## config.mk

```make
export PLATFORM = sky130hd
export DESIGN_NAME = http_chunked_body_decoder
export DESIGN_NICKNAME = d
export VERILOG_FILES = /design/src/rtl/hcbd_pkg.sv /design/src/rtl/http_chunked_body_decoder.sv
export VERILOG_INCLUDE_DIRS = /design/src /design/src/rtl
export SDC_FILE = /design/constraint.sdc
export NUM_CORES = 1
export LEC_CHECK = 0
export CAP_MARGIN = 15
export CORE_MARGIN = 2
export CORE_UTILIZATION = 45
export CTS_CLUSTER_DIAMETER = 120
export DETAILED_ROUTE_END_ITERATION = 10
export DONT_BUFFER_PORTS = 1
export GPL_TIMING_DRIVEN = 0
export SLEW_MARGIN = 15
export SYNTH_ARGS = -nofsm -noshare
export SYNTH_HDL_FRONTEND = slang
export SYNTH_SLANG_ARGS = --single-unit
```

## constraint.sdc

```tcl
create_clock -name aclk -period 5.5 [get_ports aclk]
set_input_delay 1.1 -clock aclk [delete_from_list [all_inputs] [get_ports aclk]]
set_output_delay 1.1 -clock aclk [all_outputs]
set_load 0.01 [all_outputs]
```

## src/rtl/http_chunked_body_decoder_assert.svh

```systemverilog
// ----------------------------------------------------------------------------
// HTTP chunked body decoder assertion macros
// Shorthand for clocked, reset-qualified concurrent assertions.
// ----------------------------------------------------------------------------
`ifndef HTTP_CHUNKED_BODY_DECODER_ASSERT_SVH
`define HTTP_CHUNKED_BODY_DECODER_ASSERT_SVH

// Overlapping implication, checked on every rising edge outside reset.
`define HCBD_ASSERT_IMP(label, ante, cons, msg) \
    label: assert property (@(posedge aclk) disable iff (!aresetn) (ante) |-> (cons)) \
        else $error(msg);

// Next-cycle implication, checked on every rising edge outside reset.
`define HCBD_ASSERT_NXT(label, ante, cons, msg) \
    label: assert property (@(posedge aclk) disable iff (!aresetn) (ante) |=> (cons)) \
        else $error(msg);

`endif

```

## src/rtl/hcbd_pkg.sv

```systemverilog
// ----------------------------------------------------------------------------
// HTTP chunked body decoder package
// Parser phase codes, status codes, character constants and hex decoding.
// ----------------------------------------------------------------------------
package hcbd_pkg;

    // Position in the chunked grammar, one-hot.
    typedef enum logic [7:0] {
        PH_BLANK    = 8'b0000_0001,
        PH_DIGITS   = 8'b0000_0010,
        PH_IGNORE   = 8'b0000_0100,
        PH_LF_BLANK = 8'b0000_1000,
        PH_LF_TEXT  = 8'b0001_0000,
        PH_DATA     = 8'b0010_0000,
        PH_DATA_CR  = 8'b0100_0000,
        PH_DATA_LF  = 8'b1000_0000
    } phase_t;

    typedef enum logic [1:0] {
        ST_RUN   = 2'd0,
        ST_DONE  = 2'd1,
        ST_PROTO = 2'd2,
        ST_OVER  = 2'd3
    } status_t;

    localparam logic [7:0] CH_CR  = 8'h0D;
    localparam logic [7:0] CH_LF  = 8'h0A;
    localparam logic [7:0] CH_SP  = 8'h20;
    localparam logic [7:0] CH_TAB = 8'h09;
    localparam logic [7:0] CH_VT  = 8'h0B;
    localparam logic [7:0] CH_FF  = 8'h0C;

    // Bits per hex digit (radix 16).
    localparam int HEX_BITS = 4;

    typedef struct packed {
        logic                ok;
        logic [HEX_BITS-1:0] val;
    } hex_t;

    typedef struct packed {
        status_t    status;
        logic [7:0] payload;
        logic       data_valid;
    } result_t;

    function automatic hex_t hex_decode(input logic [7:0] b);
        hex_t h;
        h.ok  = 1'b1;
        h.val = '0;
        if (b >= 8'h30 && b <= 8'h39) begin
            h.val = 4'(b - 8'h30);
        end else if (b >= 8'h61 && b <= 8'h66) begin
            h.val = 4'(b - 8'h57);
        end else if (b >= 8'h41 && b <= 8'h46) begin
            h.val = 4'(b - 8'h37);
        end else begin
            h.ok = 1'b0;
        end
        return h;
    endfunction

    function automatic logic is_blank(input logic [7:0] b);
        return (b == CH_SP) || (b == CH_TAB) || (b == CH_LF) || (b == CH_VT) || (b == CH_FF);
    endfunction

endpackage

```

## src/rtl/http_chunked_body_decoder.sv

```systemverilog
// ----------------------------------------------------------------------------
// HTTP chunked body decoder
// Decodes an HTTP/1.1 chunked message body one byte per word. Every input
// word (in_byte in s_tdata, is_final on s_tlast) yields exactly one result
// word: m_tdata carries the payload byte and m_tuser carries data_valid in
// bit 0 and the sticky status in bits 2:1 (0 running, 1 done, 2 protocol
// error, 3 overflow error). Size lines skip leading blanks, gather hex digits
// and ignore any extension text up to CR LF; a zero or digitless size ends
// decoding, after which bytes are consumed and the final status repeats. The
// block sustains one word per clock while m_tready is high, and each result
// is registered; the grammar state and size counter update once per byte, and
// a two-entry output stage (result register plus skid register) lets input
// continue for one word while the result side is stalled. s_tready is driven
// from a register and depends only on whether the skid entry is occupied.
// ----------------------------------------------------------------------------
`include "http_chunked_body_decoder_assert.svh"

module http_chunked_body_decoder #(
    parameter int SIZE_BITS = 32
) (
    input  logic       aclk,
    input  logic       aresetn,
    input  logic       s_tvalid,
    output logic       s_tready,
    input  logic [7:0] s_tdata,   // [7:0] in_byte
    input  logic       s_tlast,   // is_final
    output logic       m_tvalid,
    input  logic       m_tready,
    output logic [7:0] m_tdata,   // [7:0] out_byte
    output logic [2:0] m_tuser    // [0] data_valid, [2:1] status
);
    import hcbd_pkg::*;

    // Parser state.
    phase_t               phase_reg, phase_next;
    logic [SIZE_BITS-1:0] rem_reg,   rem_next;
    status_t              fin_reg,   fin_next;

    // Output stage.
    result_t result_next;
    result_t out_reg, skid_reg;
    logic    out_valid_reg, skid_valid_reg;

    logic                 in_acc, out_take;
    hex_t                 hex;
    logic [SIZE_BITS-1:0] rem_dec;

    assign s_tready = !skid_valid_reg;
    assign in_acc   = s_tvalid && s_tready;
    assign out_take = out_valid_reg && m_tready;

    assign hex     = hex_decode(s_tdata);
    assign rem_dec = rem_reg - {{(SIZE_BITS-1){1'b0}}, 1'b1};

    // One grammar step per byte.
    always_comb begin
        phase_next             = phase_reg;
        rem_next               = rem_reg;
        fin_next               = fin_reg;
        result_next.data_valid = 1'b0;
        result_next.payload    = '0;
        if (fin_reg == ST_RUN) begin
            unique case (phase_reg)
                // A CR seen while skipping blanks behaves just like a fresh
                // blank-phase byte unless LF follows, so both share one arm.
                PH_BLANK, PH_LF_BLANK: begin
                    if (phase_reg == PH_LF_BLANK && s_tdata == CH_LF) begin
                        if (rem_reg == '0) fin_next = ST_DONE;
                        else               phase_next = PH_DATA;
                    end else if (s_tdata == CH_CR) begin
                        phase_next = PH_LF_BLANK;
                    end else if (is_blank(s_tdata)) begin
                        phase_next = PH_BLANK;
                    end else if (hex.ok) begin
                        rem_next   = {{(SIZE_BITS-HEX_BITS){1'b0}}, hex.val};
                        phase_next = PH_DIGITS;
                    end else begin
                        phase_next = PH_IGNORE;
                    end
                end
                PH_DIGITS: begin
                    if (s_tdata == CH_CR) begin
                        phase_next = PH_LF_TEXT;
                    end else if (hex.ok) begin
                        // Another digit would push bits off the top: saturate.
                        if (|rem_reg[SIZE_BITS-1:SIZE_BITS-HEX_BITS]) begin
                            rem_next = '1;
                            fin_next = ST_OVER;
                        end else begin
                            rem_next = {rem_reg[SIZE_BITS-HEX_BITS-1:0], hex.val};
                        end
                    end else begin
                        phase_next = PH_IGNORE;
                    end
                end
                PH_IGNORE: begin
                    if (s_tdata == CH_CR) phase_next = PH_LF_TEXT;
                end
                PH_LF_TEXT: begin
                    if (s_tdata == CH_LF) begin
                        if (rem_reg == '0) fin_next = ST_DONE;
                        else               phase_next = PH_DATA;
                    end else if (s_tdata != CH_CR) begin
                        phase_next = PH_IGNORE;
                    end
                end
                PH_DATA: begin
                    result_next.data_valid = 1'b1;
                    result_next.payload    = s_tdata;
                    rem_next               = rem_dec;
                    if (rem_dec == '0) phase_next = PH_DATA_CR;
                end
                PH_DATA_CR: begin
                    if (s_tdata == CH_CR) phase_next = PH_DATA_LF;
                    else                  fin_next   = ST_PROTO;
                end
                PH_DATA_LF: begin
                    if (s_tdata == CH_LF) begin
                        phase_next = PH_BLANK;
                        rem_next   = '0;
                    end else begin
                        fin_next = ST_PROTO;
                    end
                end
                default: begin
                    fin_next = ST_PROTO;
                end
            endcase
            // The body ending before the terminating chunk is an error; it is
            // an overflow when payload bytes of the current chunk remain.
            if (s_tlast && fin_next == ST_RUN) begin
                fin_next = (phase_next == PH_DATA) ? ST_OVER : ST_PROTO;
            end
        end
        result_next.status = fin_next;
    end

    always_ff @(posedge aclk) begin
        if (!aresetn) begin
            phase_reg <= PH_BLANK;
            rem_reg   <= '0;
            fin_reg   <= ST_RUN;
        end else if (in_acc) begin
            phase_reg <= phase_next;
            rem_reg   <= rem_next;
            fin_reg   <= fin_next;
        end
    end

    // Output register with a single skid entry behind it.
    always_ff @(posedge aclk) begin
        if (!aresetn) begin
            out_valid_reg  <= 1'b0;
            skid_valid_reg <= 1'b0;
        end else if (!out_valid_reg || out_take) begin
            if (skid_valid_reg) begin
                out_valid_reg  <= 1'b1;
                skid_valid_reg <= 1'b0;
            end else begin
                out_valid_reg <= in_acc;
            end
        end else if (in_acc) begin
            skid_valid_reg <= 1'b1;
        end
    end

    always_ff @(posedge aclk) begin
        if (!out_valid_reg || out_take) begin
            if (skid_valid_reg) out_reg <= skid_reg;
            else if (in_acc)    out_reg <= result_next;
        end else if (in_acc) begin
            skid_reg <= result_next;
        end
    end

    assign m_tvalid = out_valid_reg;
    assign m_tdata  = out_reg.payload;
    assign m_tuser  = {out_reg.status, out_reg.data_valid};

    // The skid entry is only ever filled behind a held result.
    `HCBD_ASSERT_IMP(a_skid_behind_out, skid_valid_reg, out_valid_reg, "skid holds a word while output is empty")
    // Once finished, the status never changes.
    `HCBD_ASSERT_NXT(a_status_sticky, fin_reg != ST_RUN, fin_reg == $past(fin_reg), "finished status changed")
    // While streaming payload, at least one payload byte is still due.
    `HCBD_ASSERT_IMP(a_data_nonzero, fin_reg == ST_RUN && phase_reg == PH_DATA, rem_reg != '0, "data phase with zero bytes remaining")

endmodule
```

# Word level (Yosys, flattened, before mapping)
# Index checks and enable logic that the tools add are counted.
# totals
inputBits	13
regBits	66
output_inout_bits	13
# op_classes
mux	48
n_reduce_logical	28
eq_ne	23
bitwise_logic	2
magnitude_cmp	6
add_sub_neg	4
# ops
cell	n
$mux W32	8
$pmux W32 S4	1
$mux W8	11
$logic_not A32 Y1	2
$pmux W8 S7	1
$eq A8 B4 Y1 const B	6
$sub A32 B1 Y32 const B	1
$eq A8 B6 Y1 const B	3
$mux W11	2
$mux W2	11
$mux W9	2
$ge A8 B7 Y1 const B	2
$le A8 B7 Y1 const B	2
$mux W4	4
$ne A2 B2 Y1 const B	7
$pmux W2 S6	1
$reduce_and A10 Y1	1
$eq A8 B1 Y1 const B	1
$eq A8 B2 Y1 const B	1
$eq A8 B3 Y1 const B	1
$eq A8 B5 Y1 const B	1
$eq A8 B7 Y1 const B	1
$eq A8 B8 Y1 const B	1
$ge A8 B6 Y1 const B	1
16 further kinds	39

# Longest topological paths before layout
# depth
word_depth	17
ltp_mapped	12

# Worst setup path before layout
# OpenSTA, ideal clock, no wires.
# synth_path
path_kind	in2reg
start	in s_tdata[1]
end	reg rem_reg[14]
n_path_buf	2
required_time_ns	5.372
slack_ns	2.058
arrival_time_ns	3.314
cell_stages	12
cell_sequence	inv_1 -> ha_1 -> o21bai_1 -> a2111oi_2 -> nor2_1 -> nor4_1 -> o21a_1 -> clkbuf_1 -> buf_2 -> o21ai_0 -> a22oi_1 -> nor2_1
# synth_between
elab_chain_cells	7
# synth_rtl
item	line	source
from (decl)	http_chunked_body_decoder.sv:25	input logic [7:0] s_tdata,
$ge A8 B7 Y1, or another cell as far along	hcbd_pkg.sv:55	end else if (b >= 8'h41 && b <= 8'h46) begin
$logic_and A1 B1 Y1 or $logic_or A1 B1 Y1 (tied branches)	hcbd_pkg.sv:55, hcbd_pkg.sv:64	
$mux W1 or $logic_or A1 B1 Y1 (tied branches)	hcbd_pkg.sv:55, hcbd_pkg.sv:64	
$mux W1 or $logic_or A1 B1 Y1 (tied branches)	hcbd_pkg.sv:53, hcbd_pkg.sv:64	
$mux W1 or $logic_or A1 B1 Y1 (tied branches)	hcbd_pkg.sv:51, hcbd_pkg.sv:64	
$ne A2 B2 Y1 (no line)	n/a	
$reduce_and A10 Y1 (no line) (*)	n/a	
to (signal assigned)	http_chunked_body_decoder.sv:145	rem_reg <= rem_next;
to (decl)	http_chunked_body_decoder.sv:36	logic [SIZE_BITS-1:0] rem_reg, rem_next;
# Mark *: on every way between the ends. The rest lies on a longest branch, timed or not.
# A chain may end at the register's enable or synchronous reset.

# Worst setup path in the final report
# layout_path
start	in s_tdata[1]
end	reg rem_reg[7]
# The elaborated chain is that of the path after synthesis.

==> run summary <==
Layout
* 0.00508 mm² — area of all placed cells without fillers
* 1009 — number of filler instances in the final layout
* 622 — final layout net count
* 7.89% — Layout area overhead
* sky130_fd_sc_hd__o21ai_0 — most common cell after layout, fill and taps aside
* 10.7% — fraction of final layout cells sized beyond drive strength 1
* sky130_fd_sc_hd__o21ai_0 (83), sky130_fd_sc_hd__nor2_1 (67), sky130_fd_sc_hd__dfxtp_1 (44) — most used cells in the layout excluding fill and tap cells
* 0 — antenna fix cells
* 32 — Largest register FFs

Synthesis
* 0.00471 mm² — Netlist Area Pre-Place
* 22 — number of enable-type register cells in the synthesized netlist
* 66 — Yosys reg bits
* 7.96 µm² — post-synthesis average cell area
* 32.7% — sequential fraction of the synthesis area
* 591 — synthesized instance count
* 80 — number of library cell types mapped by synthesis
* 0% — share of synthesized registers carrying an async set or reset
* 0 — Yosys warning count
* sky130_fd_sc_hd__dfxtp_1 — Primary FF master, synth
* 611 — post-synth net total

Floorplan
* 37 — floorplan row count
* 46.0% — initial core utilization
* 26 — ports placed on the boundary
* 0.0102 mm² — Core ar.
* 106 µm — width of the chip
* 0.0113 mm² — die area
* 106 µm — vertical extent of the die

Clock tree
* 9 — clock buffer count from CTS
* 380 ps — insertion delay of the later-clocked pin in the worst-skew pair
* sky130_fd_sc_hd__clkbuf_8 — clock tree root buffer cell
* 0 — # hold bufs at CTS
* 66 — sinks on the clock net
* 0 — count of buffers added by post-CTS timing repair for setup
* 2 — maximum clock path buffer count
* 0 — CTS-repair resized insts
* 80 ps — clock-pin slew on the worst setup and hold paths
* yes — clock tree from TritonCTS
* 3 — CTS H-Tree Depth

Placement
* 0.00488 mm² — placed cell area
* 10300 µm — Final HPWL DP
* 0.909 — Final GP Congestion
* 0 — I/O Buffers

Route
* 0 — post-route DRC violation count
* 0 — post-route antenna net violation count
* 6 — count of TritonRoute iterations in the first routing pass
* 546 — count of routing violations after the opening detailed-route iteration
* 14700 µm — Total Routed Length
* 6.38 — post-DR vias/cell
* 4742 — via count
* 19.8 µm — drt wl/cell

Global route
* 26.7% — GRT Total Usage
* 14 — largest net degree at the start of global routing
* 0 — antenna violations before repair
* 0 — final global-route overflow total
* 4490 — vias in the first global route
* 23700 µm — wire length of the first global-routing pass

Critical path
* input pin — Worst Setup Start Kind
* input pin to register — critical path type
* register — type of destination of the critical path
* 9 — depth of the worst register-to-register path
* 4270 ps — Arrival @ worst endpoint
* 2130 ps — setup slack, reg-to-reg
* 5800 ps — required time reported for the critical path endpoint
* 10 — Crit Path Max Fanout

Worst hold path
* 2 — number of stages on the worst hold path
* register to register — path class of the lowest-slack min-delay path

Timing
* 543 ps — worst hold margin
* 0 — final setup fails
* 3970 ps — time the worst path needs with I/O delays and setup
* 0.252 GHz — FMAX
* 0 — fin. max-slew vios
* no — unrepaired setup endpoints after global routing
* 11.5 ps — maximum clock skew at final layout
* 0 ps — Setup TNS
* 0 — endpoints failing hold
* 1020 ps — Worst-Margin Slew
* 31.2% — worst relative slew slack
* 72.2% — portion of the clock cycle consumed by the worst path in the final layout

Pwr
* 1.19 mW — Tot Pwr
* 235 mW/mm² — power density of the placed cells
* 1.87 nW — leakage component of the power
* 112 µV — worst-case vdd ir drop

Job
* 0 — number of max-cap violations

Run status
* finished clean — status

==> power by group <==
part           total [mW]  internal [mW]  leakage, nW  switching [mW]
clock network       0.439          0.213        0.100           0.225
registers           0.528          0.518        0.574         0.00952
logic               0.227         0.0772         1.20           0.150
==> routing by layer <==
metal | track usage, % | part of all wire, % | up-vias
met3 | 5.09 | 7.6 | 39
met2 | 43.2 | 46 | 222
met1 | 35.2 | 43 | 2242
met5 | 0 | 0 | -
li1 | - | - | 2239
met4 | 10.1 | 2.6 | 0
==> critical path: stages <==
cell and delay (ps):
sky130_fd_sc_hd__inv_1 60, sky130_fd_sc_hd__ha_1 250, sky130_fd_sc_hd__or3b_1 420, sky130_fd_sc_hd__and3_1 250, sky130_fd_sc_hd__nor2_1 320, sky130_fd_sc_hd__nor4_1 130
sky130_fd_sc_hd__o21ai_1 820, sky130_fd_sc_hd__clkbuf_1 550, sky130_fd_sc_hd__o21ai_0 190, sky130_fd_sc_hd__a21oi_1 180
==> stage by stage <==
stage / utilization, % / instances / worst slack [ps]
after floorplan: - / 591 / 2060
after global placement: 47.7 / 727 / 1260
after detailed placement: 47.7 / 727 / 1260
after CTS: 49.6 / 743 / 1630
after global routing: 49.6 / 743 / 1320
final: 49.6 / 743 / 1530
==> synthesized netlist by cell type (8+ instances only) <==
cell / number / share of area, %
sky130_fd_sc_hd__o21ai_0: 83 / 8.8
sky130_fd_sc_hd__nor2_1: 67 / 5.3
sky130_fd_sc_hd__dfxtp_1: 44 / 19
sky130_fd_sc_hd__a21oi_1: 37 / 3.9
sky130_fd_sc_hd__nand2_1: 37 / 3.0
sky130_fd_sc_hd__clkbuf_1: 31 / 2.5
sky130_fd_sc_hd__nor3_1: 24 / 2.6
sky130_fd_sc_hd__edfxtp_1: 22 / 14
sky130_fd_sc_hd__nand3_1: 15 / 1.6
sky130_fd_sc_hd__a22oi_1: 13 / 2.1
sky130_fd_sc_hd__nand4_1: 13 / 1.7
sky130_fd_sc_hd__buf_2: 11 / 1.2
sky130_fd_sc_hd__nor4_1: 11 / 1.5
sky130_fd_sc_hd__and2_1: 10 / 1.3
sky130_fd_sc_hd__mux2_2: 9 / 2.2
sky130_fd_sc_hd__or3_1: 9 / 1.2
sky130_fd_sc_hd__xor2_1: 9 / 1.7
sky130_fd_sc_hd__nand2b_1: 8 / 1.1
sky130_fd_sc_hd__o31ai_1: 8 / 1.3
==> logic make-up after synthesis <==
group | Yosys count | share of synthesized area, %
and+or+nand+nor | 248 | 30.5
AOI/OAI and AO/OA | 193 | 25.2
adders and majority gates | 7 | 1.86
DFF | 66 | 32.7
muxes | 10 | 2.47
buffers and inverters | 55 | 5.02
xor gates and xnor gates | 12 | 2.23
==> area by class of cell <==
| cell class | count | area [µm²] | area share [%] |
|---|---|---|---|
| clock buffers | 9 | 124 | 2.44 |
| well taps | 136 | 170 | 3.35 |
| plain buffers | 46 | 203 | 3.99 |
| clock inverters | 7 | 77.6 | 1.53 |
| multi-input cells | 470 | 2930 | 57.7 |
| flip-flops and latches | 66 | 1540 | 30.4 |
| inverters | 9 | 33.8 | 0.665 |
==> final timing paths <==
kind	to	startpoint
worst max-delay path	rem_reg[7]$_SDFFE_PN0P_	s_tdata[1]
worst min-delay path	rem_reg[31]$_SDFFE_PN0P_	rem_reg[31]$_SDFFE_PN0P_
worst max register to register	rem_reg[7]$_SDFFE_PN0P_	phase_reg[4]$_SDFFE_PN0P_
worst min register to register	rem_reg[31]$_SDFFE_PN0P_	rem_reg[31]$_SDFFE_PN0P_
(Power assumes the default switching activity.)
